[src/posl_pkg.sv]
// posl_pkg: shared constants, codes and types of the priority ordered slot list.
// Used by posl_cell, posl_free_stack and priority_ordered_slot_list_core.
package posl_pkg;

	localparam int POOL_SIZE = 64;
	localparam int SLOT_W    = 6;
	localparam int PRIO_W    = 8;
	localparam int TOP_W     = 7;
	localparam int CNT_W     = 6;

	localparam logic [2:0] OP_ADD        = 3'd0;
	localparam logic [2:0] OP_REMOVE     = 3'd1;
	localparam logic [2:0] OP_SET_PRIO   = 3'd2;
	localparam logic [2:0] OP_REMOVE_ALL = 3'd3;
	localparam logic [2:0] OP_WALK       = 3'd4;

	localparam logic [1:0] ST_OK       = 2'd0;
	localparam logic [1:0] ST_FULL     = 2'd1;
	localparam logic [1:0] ST_NOT_USED = 2'd2;
	localparam logic [1:0] ST_EMPTY    = 2'd3;

	typedef struct packed {
		logic              valid;
		logic [SLOT_W-1:0] slot;
		logic [PRIO_W-1:0] prio;
	} entry_t;

	typedef enum logic [2:0] {
		CELL_HOLD,
		CELL_INSERT,
		CELL_MARK,
		CELL_COMPACT,
		CELL_SHIFT
	} cell_op_t;

	typedef struct packed {
		cell_op_t          op;
		logic [SLOT_W-1:0] slot;
		logic [PRIO_W-1:0] key;
	} cell_cmd_t;

	typedef enum logic [2:0] {
		S_IDLE,
		S_POP,
		S_INSERT,
		S_MARK,
		S_COMPACT,
		S_CLEAR,
		S_WALK,
		S_EMIT
	} state_t;

endpackage

[src/posl_cell.sv]
// posl_cell: one position of the ordered list chain.
// Depends on posl_pkg for entry and command types.
module posl_cell import posl_pkg::*; (
	input  logic      clk,
	input  logic      arst_n,
	input  cell_cmd_t cmd,
	input  entry_t    left_e,
	input  logic      left_hole,
	input  entry_t    right_e,
	output entry_t    own_e,
	output logic      hole
);

	logic              valid_q;
	logic              hole_q;
	logic [SLOT_W-1:0] slot_q;
	logic [PRIO_W-1:0] prio_q;

	logic   load;
	logic   hole_d;
	entry_t load_e;

	always_comb begin
		load   = 1'b0;
		hole_d = hole_q;
		load_e = right_e;
		case (cmd.op)
			CELL_INSERT: begin
				if (left_e.valid && left_e.prio > cmd.key) begin
					load   = 1'b1;
					load_e = left_e;
				end else if ((!valid_q || prio_q > cmd.key) && left_e.valid) begin
					load   = 1'b1;
					load_e = '{valid: 1'b1, slot: cmd.slot, prio: cmd.key};
				end
			end
			CELL_MARK: begin
				hole_d = valid_q && (slot_q == cmd.slot);
			end
			CELL_COMPACT: begin
				if (hole_q) begin
					load   = 1'b1;
					hole_d = 1'b0;
				end else if (left_hole && valid_q) begin
					hole_d = 1'b1;
				end
			end
			CELL_SHIFT: begin
				load = 1'b1;
			end
			default: begin
			end
		endcase
	end

	always_ff @(posedge clk or negedge arst_n) begin
		if (!arst_n) begin
			valid_q <= 1'b0;
			hole_q  <= 1'b0;
		end else begin
			hole_q <= hole_d;
			if (load) valid_q <= load_e.valid;
		end
	end

	always_ff @(posedge clk) begin
		if (load) begin
			slot_q <= load_e.slot;
			prio_q <= load_e.prio;
		end
	end

	assign own_e = '{valid: valid_q, slot: slot_q, prio: prio_q};
	assign hole  = hole_q;

endmodule

[src/posl_free_stack.sv]
// posl_free_stack: last-in-first-out stack of free slot numbers.
// Depends on posl_pkg; positions at or above the high-water mark read as their own index.
module posl_free_stack import posl_pkg::*; (
	input  logic              clk,
	input  logic              arst_n,
	input  logic              pop,
	input  logic              push,
	input  logic [SLOT_W-1:0] push_slot,
	output logic [SLOT_W-1:0] top_slot,
	output logic [TOP_W-1:0]  free_top,
	output logic              full
);

	logic [SLOT_W-1:0] mem [POOL_SIZE];
	logic [TOP_W-1:0]  top_q;
	logic [TOP_W-1:0]  hw_q;
	logic [SLOT_W-1:0] rd_q;
	logic [SLOT_W-1:0] idx_q;
	logic              byp_q;
	logic [TOP_W-1:0]  top_dec;
	logic [TOP_W-1:0]  top_inc;

	assign top_dec = top_q - TOP_W'(1);
	assign top_inc = top_q + TOP_W'(1);

	always_ff @(posedge clk or negedge arst_n) begin
		if (!arst_n) begin
			top_q <= '0;
			hw_q  <= '0;
		end else if (pop) begin
			top_q <= top_inc;
			if (top_inc > hw_q) hw_q <= top_inc;
		end else if (push && top_q != '0) begin
			top_q <= top_dec;
		end
	end

	// write at the slot below top; registered read at top
	always_ff @(posedge clk) begin
		if (push && !pop && top_q != '0) mem[top_dec[SLOT_W-1:0]] <= push_slot;
		rd_q  <= mem[top_q[SLOT_W-1:0]];
		idx_q <= top_q[SLOT_W-1:0];
		byp_q <= (top_q >= hw_q);
	end

	assign top_slot = byp_q ? idx_q : rd_q;
	assign free_top = top_q;
	assign full     = (top_q >= TOP_W'(POOL_SIZE));

endmodule

[src/priority_ordered_slot_list_core.sv]
// priority_ordered_slot_list_core: top level, sequencer around a chain of list cells.
// Depends on posl_pkg, posl_cell and posl_free_stack.
//
//   channel | direction | handshake            | word
//   --------+-----------+----------------------+-------------------------------------------
//   in      | in        | in_valid / in_stall  | operation, slot, priority_req
//   out     | out       | out_valid / out_stall| result_slot, result_priority, status, last
//   cfg     | in        | cfg_valid / cfg_ready| walk_enabled
//
// Steps: add pops a free slot and inserts it; remove and set_priority mark the slot
// and walk the hole through the 64-cell chain, set_priority then inserting anew;
// remove_all shifts out each listed entry; walk rotates the chain once, held by output stalls.
// One word is worked on at a time; in_stall is high outside the idle state.
// A result waiting in the output register does not block the next input word.
// Reset is asynchronous; the chain resets empty and no clearing pass is needed.
module priority_ordered_slot_list_core import posl_pkg::*; (
	input  logic              clk,
	input  logic              arst_n,
	input  logic              in_valid,
	output logic              in_stall,
	input  logic [2:0]        operation,
	input  logic [SLOT_W-1:0] slot,
	input  logic [PRIO_W-1:0] priority_req,
	output logic              out_valid,
	input  logic              out_stall,
	output logic [SLOT_W-1:0] result_slot,
	output logic [PRIO_W-1:0] result_priority,
	output logic [1:0]        status,
	output logic              last,
	input  logic              cfg_valid,
	output logic              cfg_ready,
	input  logic              walk_enabled
);

	localparam entry_t HEAD_ENTRY = '{valid: 1'b1, slot: '0, prio: '0};

	state_t state_q, state_d;

	logic [2:0]        op_q;
	logic [SLOT_W-1:0] slot_q;
	logic [PRIO_W-1:0] prio_q;
	logic [CNT_W-1:0]  cnt_q;
	logic              walk_en_q;
	logic              in_list_q [POOL_SIZE];
	logic              lst_rd_q;
	logic [PRIO_W-1:0] prio_mem [POOL_SIZE];
	logic [PRIO_W-1:0] pm_rd_q;

	logic [SLOT_W-1:0] em_slot_q;
	logic [PRIO_W-1:0] em_prio_q;
	logic [1:0]        em_status_q;

	logic              out_valid_q;
	logic [SLOT_W-1:0] out_slot_q;
	logic [PRIO_W-1:0] out_prio_q;
	logic [1:0]        out_status_q;
	logic              out_last_q;

	// chain
	entry_t    cell_e [POOL_SIZE];
	logic      cell_hole [POOL_SIZE];
	entry_t    tail_in;
	logic      wrap;
	cell_cmd_t cmd;

	// free stack
	logic              fs_pop, fs_push, fs_full;
	logic [SLOT_W-1:0] fs_push_slot, fs_top_slot;
	logic [TOP_W-1:0]  fs_top;

	// sequencer outputs
	logic              accept;
	logic              out_free;
	logic              emit;
	logic [SLOT_W-1:0] emit_slot;
	logic [PRIO_W-1:0] emit_prio;
	logic [1:0]        emit_status;
	logic              emit_last;
	logic              em_load;
	logic [SLOT_W-1:0] em_slot_d;
	logic [PRIO_W-1:0] em_prio_d;
	logic [1:0]        em_status_d;
	logic              slot_load;
	logic              cnt_clr, cnt_inc;
	logic              list_set, list_clr;
	logic [SLOT_W-1:0] list_clr_idx;
	logic              pm_we;

	assign accept   = in_valid && !in_stall;
	assign in_stall = (state_q != S_IDLE);
	assign out_free = !out_valid_q || !out_stall;
	assign cfg_ready = 1'b1;

	// the chain: cell 0 heads the list, each cell talks only to its neighbors and the tail wraps to cell 0
	assign tail_in = wrap ? cell_e[0] : '0;

	for (genvar i = 0; i < POOL_SIZE; i++) begin : g_cell
		entry_t left_e, right_e;
		logic   left_hole;
		if (i == 0) begin : g_head
			assign left_e    = HEAD_ENTRY;
			assign left_hole = 1'b0;
		end else begin : g_body
			assign left_e    = cell_e[i-1];
			assign left_hole = cell_hole[i-1];
		end
		if (i == POOL_SIZE - 1) begin : g_tail
			assign right_e = tail_in;
		end else begin : g_mid
			assign right_e = cell_e[i+1];
		end
		posl_cell u_cell (
			.clk       (clk),
			.arst_n    (arst_n),
			.cmd       (cmd),
			.left_e    (left_e),
			.left_hole (left_hole),
			.right_e   (right_e),
			.own_e     (cell_e[i]),
			.hole      (cell_hole[i])
		);
	end

	posl_free_stack u_free_stack (
		.clk       (clk),
		.arst_n    (arst_n),
		.pop       (fs_pop),
		.push      (fs_push),
		.push_slot (fs_push_slot),
		.top_slot  (fs_top_slot),
		.free_top  (fs_top),
		.full      (fs_full)
	);

	// sequencer
	always_comb begin
		state_d      = state_q;
		cmd          = '{op: CELL_HOLD, slot: slot_q, key: prio_q};
		wrap         = 1'b0;
		fs_pop       = 1'b0;
		fs_push      = 1'b0;
		fs_push_slot = slot_q;
		emit         = 1'b0;
		emit_slot    = em_slot_q;
		emit_prio    = em_prio_q;
		emit_status  = em_status_q;
		emit_last    = 1'b1;
		em_load      = 1'b0;
		em_slot_d    = '0;
		em_prio_d    = '0;
		em_status_d  = ST_OK;
		slot_load    = 1'b0;
		cnt_clr      = 1'b0;
		cnt_inc      = 1'b0;
		list_set     = 1'b0;
		list_clr     = 1'b0;
		list_clr_idx = slot_q;
		pm_we        = 1'b0;
		unique case (state_q)
			S_IDLE: begin
				if (accept) begin
					case (operation) inside
						OP_ADD: begin
							if (fs_full) begin
								em_load     = 1'b1;
								em_status_d = ST_FULL;
								state_d     = S_EMIT;
							end else begin
								state_d = S_POP;
							end
						end
						// the in-list flag of the slot is read into lst_rd_q at this edge
						OP_REMOVE, OP_SET_PRIO: state_d = S_MARK;
						OP_REMOVE_ALL: state_d = S_CLEAR;
						OP_WALK: begin
							if (!walk_en_q || !cell_e[0].valid) begin
								em_load     = 1'b1;
								em_status_d = ST_EMPTY;
								state_d     = S_EMIT;
							end else begin
								cnt_clr = 1'b1;
								state_d = S_WALK;
							end
						end
						default: begin
						end
					endcase
				end
			end
			S_POP: begin
				// take the slot on top of the free stack
				fs_pop    = 1'b1;
				slot_load = 1'b1;
				state_d   = S_INSERT;
			end
			S_INSERT: begin
				if (out_free) begin
					cmd         = '{op: CELL_INSERT, slot: slot_q, key: prio_q};
					pm_we       = 1'b1;
					list_set    = 1'b1;
					emit        = 1'b1;
					emit_slot   = slot_q;
					emit_prio   = prio_q;
					emit_status = ST_OK;
					state_d     = S_IDLE;
				end
			end
			S_MARK: begin
				if (!lst_rd_q) begin
					// slot not in use: report it and change nothing
					em_load     = 1'b1;
					em_slot_d   = slot_q;
					em_status_d = ST_NOT_USED;
					state_d     = S_EMIT;
				end else begin
					cmd     = '{op: CELL_MARK, slot: slot_q, key: prio_q};
					cnt_clr = 1'b1;
					if (op_q == OP_REMOVE) begin
						fs_push   = 1'b1;
						list_clr  = 1'b1;
						em_load   = 1'b1;
						em_slot_d = slot_q;
						em_prio_d = pm_rd_q;
					end
					state_d = S_COMPACT;
				end
			end
			S_COMPACT: begin
				// walk the hole to the tail, one cell a cycle
				cmd     = '{op: CELL_COMPACT, slot: slot_q, key: prio_q};
				cnt_inc = 1'b1;
				if (cnt_q == CNT_W'(POOL_SIZE - 1)) begin
					state_d = (op_q == OP_REMOVE) ? S_EMIT : S_INSERT;
				end
			end
			S_CLEAR: begin
				if (cell_e[0].valid) begin
					cmd          = '{op: CELL_SHIFT, slot: slot_q, key: prio_q};
					fs_push      = 1'b1;
					fs_push_slot = cell_e[0].slot;
					list_clr     = 1'b1;
					list_clr_idx = cell_e[0].slot;
				end else begin
					em_load = 1'b1;
					state_d = S_EMIT;
				end
			end
			S_WALK: begin
				// rotate the whole chain once; list it as it passes cell 0
				if (!cell_e[0].valid || out_free) begin
					cmd         = '{op: CELL_SHIFT, slot: slot_q, key: prio_q};
					wrap        = 1'b1;
					cnt_inc     = 1'b1;
					emit        = cell_e[0].valid;
					emit_slot   = cell_e[0].slot;
					emit_prio   = cell_e[0].prio;
					emit_status = ST_OK;
					emit_last   = !cell_e[1].valid || (cnt_q == CNT_W'(POOL_SIZE - 1));
					if (cnt_q == CNT_W'(POOL_SIZE - 1)) state_d = S_IDLE;
				end
			end
			S_EMIT: begin
				if (out_free) begin
					emit    = 1'b1;
					state_d = S_IDLE;
				end
			end
			default: state_d = S_IDLE;
		endcase
	end

	always_ff @(posedge clk or negedge arst_n) begin
		if (!arst_n) begin
			state_q   <= S_IDLE;
			walk_en_q <= 1'b1;
			cnt_q     <= '0;
			for (int i = 0; i < POOL_SIZE; i++) in_list_q[i] <= 1'b0;
			out_valid_q <= 1'b0;
		end else begin
			state_q <= state_d;
			if (cfg_valid) walk_en_q <= walk_enabled;
			if (cnt_clr) cnt_q <= '0;
			else if (cnt_inc) cnt_q <= cnt_q + CNT_W'(1);
			if (list_set) in_list_q[slot_q] <= 1'b1;
			if (list_clr) in_list_q[list_clr_idx] <= 1'b0;
			if (emit) out_valid_q <= 1'b1;
			else if (!out_stall) out_valid_q <= 1'b0;
		end
	end

	// payload registers
	always_ff @(posedge clk) begin
		if (accept) begin
			op_q   <= operation;
			slot_q <= slot;
			prio_q <= priority_req;
		end else if (slot_load) begin
			slot_q <= fs_top_slot;
		end
		if (em_load) begin
			em_slot_q   <= em_slot_d;
			em_prio_q   <= em_prio_d;
			em_status_q <= em_status_d;
		end
		if (emit) begin
			out_slot_q   <= emit_slot;
			out_prio_q   <= emit_prio;
			out_status_q <= emit_status;
			out_last_q   <= emit_last;
		end
	end

	// priority and in-list flag per slot, read at the addressed slot
	always_ff @(posedge clk) begin
		if (pm_we) prio_mem[slot_q] <= prio_q;
		pm_rd_q  <= prio_mem[slot];
		lst_rd_q <= in_list_q[slot];
	end

	assign out_valid       = out_valid_q;
	assign result_slot     = out_slot_q;
	assign result_priority = out_prio_q;
	assign status          = out_status_q;
	assign last            = out_last_q;

	// the free stack never runs past the pool
	a_top_in_range: assert property (@(posedge clk) disable iff (!arst_n)
		fs_top <= TOP_W'(POOL_SIZE))
		else $error("free stack top beyond pool");

	// at rest the chain head is occupied exactly when some slot is taken
	a_head_matches_pool: assert property (@(posedge clk) disable iff (!arst_n)
		(state_q == S_IDLE) |-> (cell_e[0].valid == (fs_top != '0)))
		else $error("chain head disagrees with free stack");

	// a newly taken slot is never already listed
	a_popped_slot_free: assert property (@(posedge clk) disable iff (!arst_n)
		(state_q == S_INSERT && op_q == OP_ADD) |-> !in_list_q[slot_q])
		else $error("allocated slot already in list");

endmodule

[config.mk]
export PLATFORM = sky130hd
export DESIGN_NAME = priority_ordered_slot_list_core
export DESIGN_NICKNAME = d
export VERILOG_FILES = /design/src/posl_pkg.sv /design/src/posl_cell.sv /design/src/posl_free_stack.sv /design/src/priority_ordered_slot_list_core.sv
export SDC_FILE = /design/constraint.sdc
export NUM_CORES = 2
export LEC_CHECK = 0
export ABC_AREA = 1
export BUFFER_PORTS_ARGS = -buffer_cell sky130_fd_sc_hd__buf_4
export CAP_MARGIN = 0
export CORE_MARGIN = 4
export CORE_UTILIZATION = 55
export CTS_CLUSTER_SIZE = 24
export DETAILED_ROUTE_END_ITERATION = 10
export PLACE_DENSITY = 0.71
export SYNTH_ARGS = -nofsm -noshare
export SYNTH_HDL_FRONTEND = slang
export SYNTH_SLANG_ARGS = --single-unit
[constraint.sdc]
create_clock -name clk -period 11.5 [get_ports clk]
set_input_delay 1.725 -clock clk [delete_from_list [all_inputs] [get_ports clk]]
set_output_delay 1.725 -clock clk [all_outputs]
set_load 0.02 [all_outputs]
[Word-level counts from Yosys, hierarchy flattened]
Memories as Yosys holds them, arrays and structs flattened. A register that Yosys moved wholly into a read port is not among the register bits.
Index checks and enable logic that the tools add are counted.
Operators by class
  add/subtract/negate cells: 3
  magnitude comparators: 73
  equality and inequality tests: 89
  multiplexer cells: 733
  bitwise operators: 6
  reduce and logical (&&, ||, !) cells: 410
Operator list (count)
  $mux W15: 194
  $gt A8 B8 Y1: 64
  $eq A6 B6 Y1: 64
  $mux W1: 355
  $logic_and A1 B1 Y1: 259
  $pmux W1 S3: 65
  $pmux W1 S2: 68
  $mux W64: 2
  $pmux W17 S5: 1
  $logic_not A1 Y1: 69
  $logic_or A1 B1 Y1: 68
  $mux W6: 11
  $and A64 B64 Y64: 1
  $not A64 Y64: 1
  $or A64 B64 Y64: 1
  $mux W3: 12
  $mux W17: 2
  $ge A7 B7 Y1 const B: 4
  $not A6 Y7: 3
  $pmux W3 S7: 1
  $mux W2: 10
  $eq A3 B2 Y1 const B: 6
  $eq A3 B3 Y1 const B: 6
  $mux W16: 1
  other kinds (27): 46
Storage, ports and cells
  flip-flop bits (word level): 1171
  RAM bits: 896
  input port bits: 23
  output and inout port bits: 20
  logic and storage cells: 1655
  memories kept: 2
Memories
  prio_mem: depth 64, bits a word 8, rd ports 1, clocked after memory_dff 1, write ports 1, line priority_ordered_slot_list_core.sv:46  | logic [PRIO_W-1:0] prio_mem [POOL_SIZE];
  u_free_stack.mem: depth 64, bits a word 6, rd ports 1, clocked after memory_dff 1, write ports 1, line posl_free_stack.sv:14  | logic [SLOT_W-1:0] mem [POOL_SIZE];

[Depth between registers and ports, before layout]
  word-level depth: 11
  mapped depth: 16
  depth with buffers taken out: 15

[By module]
A second synthesis with hierarchy kept.
Second synthesis, totals
  cells, all modules: 19344
  area, all modules: 151321.4 µm²
By module, submodules not included
  posl_cell at g_cell[0].u_cell ...: times used 54, cells an instance 235, area each 1645.3 µm², seq. area each 470.5 µm²
  priority_ordered_slot_list_core: times used 1, cells an instance 2540, area each 27127.3 µm², seq. area each 18934.4 µm²
  posl_free_stack: times used 1, cells an instance 1784, area each 18017.3 µm², seq. area each 12141.6 µm²
  posl_cell at g_cell[59].u_cell ...: times used 10, cells an instance 233, area each 1732.9 µm², seq. area each 470.5 µm²

[Least setup slack after synthesis]
OpenSTA, ideal clock, no wires.
  kind: flip-flop to flip-flop
  start point: register prio_q[7]
  end point: register g_cell[0].u_cell.prio_q[0] (enable)
  library setup time: 0.358 ns
  arrival: 4.448 ns
  required time: 11.142 ns
  setup slack: 6.694 ns
  cell stages (with the launch flop): 12
  buffers on the path: 2
  period minus slack after synthesis: 4.806 ns
  cell sequence: edfxtp_1 > inv_1 > clkbuf_1 > ha_1 > a21o_1 > nor2_1 > nand2_1 > nand2_1 > nand2_1 > nand2_1 > clkbuf_1 > nand2_1
On the way
  cells in the longest elaborated chain, start to end: 7
  elaborated cells between the ends (all ways): 11
  those cells by class: order compare: 2; mux: 8; reduce/logical: 1
RTL lines
  start: declaration: line priority_ordered_slot_list_core.sv:41  | logic [PRIO_W-1:0] prio_q;
  start signal: assignment: line priority_ordered_slot_list_core.sv:296  | prio_q <= priority_req;
  $mux W17, or another cell as far along: line priority_ordered_slot_list_core.sv:250  | if (!cell_e[0].valid || out_free) begin
  $pmux W17 S5 (*): line priority_ordered_slot_list_core.sv:159  | unique case (state_q)
  $gt A8 B8 Y1: line posl_cell.sv:32  | end else if ((!valid_q || prio_q > cmd.key) && left_e.valid) begin
  $logic_or A1 B1 Y1: line posl_cell.sv:32
  $mux W1: line posl_cell.sv:32
  $mux W1 (*): line posl_cell.sv:29  | if (left_e.valid && left_e.prio > cmd.key) begin
  $pmux W1 S3 (*): line posl_cell.sv:27  | case (cmd.op)
  named net g_cell[0].u_cell.load: line posl_cell.sv:19  | logic load;
  end signal: assignment: line posl_cell.sv:69  | prio_q <= load_e.prio;
  end: declaration: line posl_cell.sv:17  | logic [PRIO_W-1:0] prio_q;
Mark *: on every way through the listed nets, which the timed path passes. The rest lies on a longest branch.
A chain may end at the register's enable or synchronous reset.

==> run summary <==
======================================================================================================
CTS root buffer                                                                           sky130_fd_sc_hd__clkbuf_16
CTS tree                                                                                         built
Worst-case clock buffer depth                                                                        3
Crit path buffers/inverters                                                                          6
Most area-hungry cell type in the Yosys netlist                                           sky130_fd_sc_hd__edfxtp_1
Setup-failing EPs final                                                                              0
Number of distinct library cell variants in the gate-level netlist after synthesis                  52
Skew-Pair Late Insertion Delay                                                                 0.94 ns
Row Count                                                                                          172
Number of H-tree branching levels                                                                    4
Peak supply drop                                                                              0.260 mV
Nature of the critical path endpoint                                                          register
Class of the worst hold path                                                              register to register
Worst setup path endpoint                                                                 g_cell[48].u_cell.prio_q[7]$_DFFE_PP_
Met2 wire length                                                                             169000 um
Height of the die                                                                               478 um
XOR/XNOR share of the synthesized area                                                         0.00483
Top-count cell post-synth                                                                 sky130_fd_sc_hd__nand2_1
Total global routing overflow                                                                        0
Maximum number of pins on one net before global-route repair                                       146
Mean instance size in the synthesized netlist                                               8.30 sq um
Unrepaired setup endpoints after global routing                                                     no
Fmax                                                                                           196 MHz
Crit path kind                                                                            input port to register
WP data arrival                                                                                5.69 ns
Async SR Flop Fraction                                                                           0.104
Count of input and output buffers                                                                   41
Most numerous cell on the critical path                                                   sky130_fd_sc_hd__buf_4
Critical Path Start Type                                                                    input port
Antenna-violating nets left                                                                          0
Wire length of the first global-routing pass                                                 568000 um
Leakage                                                                                      0.0563 uW
M1 wire length                                                                               147000 um
Crit. Startpoint                                                                             out_stall
Worst-path fanout max                                                                              145
Clock transition at the register clock pins on the worst setup and hold paths after CTS        0.06 ns
Area fraction in and, or, nand and nor cells after synthesis                                     0.227
Initial standard-cell utilization of the core                                                    0.553
Average wire per standard cell                                                                 21.4 um
I/O Pins                                                                                            43
Primary flip-flop cell chosen by synthesis mapping                                        sky130_fd_sc_hd__edfxtp_1
Ordered cell list for the critical path                                                   buf_4, nand2_1, inv_1, nor2_4, buf_12, buf_4, buf_4, buf_4, a21oi_1
Logic depth of the worst path, buffers included                                                      9
Number of nets in the synthesized netlist                                                        15200
Final cell count without fillers                                                                 17300
Number of cells traversed by the worst register-to-register path                                    11
Area inside the core boundary                                                             220000 sq um
Number of synthesis warnings                                                                         0
Maximum capacitance violations                                                                       0
Placed cell count                                                                                16900
Die W                                                                                           478 um
Weighted congestion reported at the end of routability-driven placement                          0.920
DRC marker count from the first detailed-route iteration                                         12900
Flop-to-flop setup slack                                                                       6.44 ns
Post-synthesis sequential area ratio                                                             0.504
Wire length reported by the detailed router                                                  371000 um
Area of the die                                                                           228000 sq um
Final period utilization                                                                         0.443
Number of max-slew violations in the final report                                                    0
Area share of fa/ha/maj cells after synthesis                                                   0.0545
Drt drc                                                                                              0
Area share of the largest cell type after synthesis                                              0.456
Total design power                                                                            36100 uW
Clock skew                                                                                   0.0977 ns
Final period demand of the worst path                                                          5.09 ns
TritonCTS Sinks                                                                                   2081
Run status                                                                                   completed
Endpoint of the lowest-slack register-to-register path                                    g_cell[0].u_cell.prio_q[7]$_DFFE_PP_
Count of flip-flops with a built-in enable after synthesis                                        1842
Iteration count of the initial detailed-routing pass                                                 8
Crit path largest cell delay                                                                   0.83 ns
Fraction of final layout cells with drive strength greater than 1                               0.0436
Total of flip-flops plus latches after synthesis                                                  2081
Cell area after synthesis                                                                 121000 sq um
Number of CTS-inserted buffers                                                                     221
Final std cell area, no fill                                                              130000 sq um
Number of antenna violations at the first check in global routing                                    7
Final Hold Vio Count                                                                                 0
Post-CTS setup buffer count                                                                          0
Data required time at the worst endpoint                                                      12.10 ns
Hold-fix buffers at CTS                                                                              0
Wire length on met3                                                                           39500 um
Complex-gate fraction of the synthesized area                                                    0.136
Number of nets in the finished design                                                            14700
Commonest cells in the netlist                                                            3945 x sky130_fd_sc_hd__nand2_1, 2086 x sky130_fd_sc_hd__a21oi_1, 1842 x sky130_fd_sc_hd__edfxtp_1
Max-slew headroom at the worst pin                                                               0.165
Biggest area contributors in the synthesized netlist                                      sky130_fd_sc_hd__edfxtp_1 46%, sky130_fd_sc_hd__nand2_1 12%, sky130_fd_sc_hd__a21oi_1 8.6%
Area added between synthesis and finish                                                          7.42%
Highest metal layer with signal wires                                                             met5
Post-CTS Resized                                                                                     0
Detailed-route via count                                                                        105000
Main combinational cell family by area after synthesis                                    simple AND/OR/NAND/NOR gates
Synthesized netlist cell count                                                                   14600
Cell class contributing the biggest share of worst-path delay                             buffers and inverters
Reg-to-reg critical path startpoint                                                       prio_q[7]$_DFFE_PP_
Transition time at the pin with the least slew margin                                          1.25 ns
GRT Resource Usage Total                                                                         0.314
Total power divided by cell area                                                           277 nW/um^2
Fill cell total of the finished layout                                                           19300
Slowest stage cell on the critical path                                                   sky130_fd_sc_hd__buf_4
Multiplexer area fraction after synthesis                                                    0.0000928
Via density per instance                                                                          6.04
Placed instance area                                                                      123000 sq um
Hpwl dp                                                                                      233000 um
Via count of the first global-routing pass                                                       97400
Setup TNS                                                                                         0 ns
======================================================================================================
## worst min path at each step
stage	start	to	slack, ns	cells past startpoint
2_1_floorplan	u_free_stack.free_top[3]$_DFFE_PN0P_	u_free_stack.idx_q[3]$_DFF_P_	0.41	0
3_3_place_gp	g_cell[2].u_cell.hole$_DFFE_PN0P_	g_cell[2].u_cell.hole$_DFFE_PN0P_	0.46	2
3_5_place_dp	g_cell[45].u_cell.hole$_DFFE_PN0P_	g_cell[45].u_cell.hole$_DFFE_PN0P_	0.46	2
4_1_cts	g_cell[45].u_cell.hole$_DFFE_PN0P_	g_cell[45].u_cell.hole$_DFFE_PN0P_	0.48	2
5_1_grt	g_cell[14].u_cell.hole$_DFFE_PN0P_	g_cell[14].u_cell.hole$_DFFE_PN0P_	0.49	2
6_report	g_cell[45].u_cell.hole$_DFFE_PN0P_	g_cell[45].u_cell.hole$_DFFE_PN0P_	0.48	2
## routing by layer
layer,track usage,vias to the layer above
met5,0,-
met4,0.116,8
met3,0.0546,1046
met2,0.500,5809
met1,0.431,48800
li1,-,48800
## worst min-delay path, delay by kind of cell, from the launching register on
family        cells  cell delay (ns)
simple gates      2             0.11
flops             1             0.34
## cell families after synthesis
| group | Yosys count |
|---|---|
| simple gates | 6616 |
| compound gates | 3075 |
| buf+inv | 2256 |
| flops | 2081 |
| fa+ha+maj | 529 |
| xor+xnor | 67 |
| other cells | 1 |
| mux | 1 |
## through the flow
step / hold slack [ns] / utilization / worst slack, ns
6_report: 0.479 / 0.594 / 6.41
2_1_floorplan: 0.411 / - / 6.69
3_3_place_gp: 0.462 / 0.559 / 5.63
5_1_grt: 0.490 / 0.594 / 6.23
4_1_cts: 0.481 / 0.594 / 6.54
3_5_place_dp: 0.464 / 0.559 / 5.56
## final cells by class
| class | count | area [sq um] | area share |
|---|---|---|---|
| diodes | 2 | 5.00 | 0.0000384 |
| clock inverters | 120 | 1450 | 0.0111 |
| inverters | 1412 | 5390 | 0.0414 |
| clock buffers | 299 | 6180 | 0.0474 |
| well taps | 2958 | 3700 | 0.0284 |
| multi-input cells | 10300 | 51400 | 0.394 |
| flip-flops and latches | 2081 | 61200 | 0.469 |
| repair buffers | 144 | 1130 | 0.00869 |
## cell usage in the layout, fill, tap and decap left out, drive strengths merged, types with 93 or more instances in the layout
cell type  instances
nand3           1314
clkbuf           299
o21ai            511
nor2            1137
buf              144
o22ai            181
ha               529
clkinv            93
inv             1408
a21oi           2086
dfrtp            216
edfxtp          1842
nand4            134
nand2           3949
## sequential cells by signal, summed over array words and instances, names as in the netlist, 6 cells and up
signal,count
cnt_q,6
em_prio_q,8
em_slot_q,6
g_cell.u_cell.hole,64
g_cell.u_cell.prio_q,512
g_cell.u_cell.slot_q,384
g_cell.u_cell.valid_q,64
in_list_q,64
pm_rd_q,8
prio_mem,512
prio_q,8
result_priority,8
result_slot,6
slot_q,6
u_free_stack.free_top,7
u_free_stack.hw_q,7
u_free_stack.idx_q,6
u_free_stack.mem,384
u_free_stack.rd_q,6
## power by group
group,internal [uW],switching (uW)
clock network,4270,3200
logic,4140,11200
registers,11400,1900
Note: power is estimated with default switching activity, not from simulation.
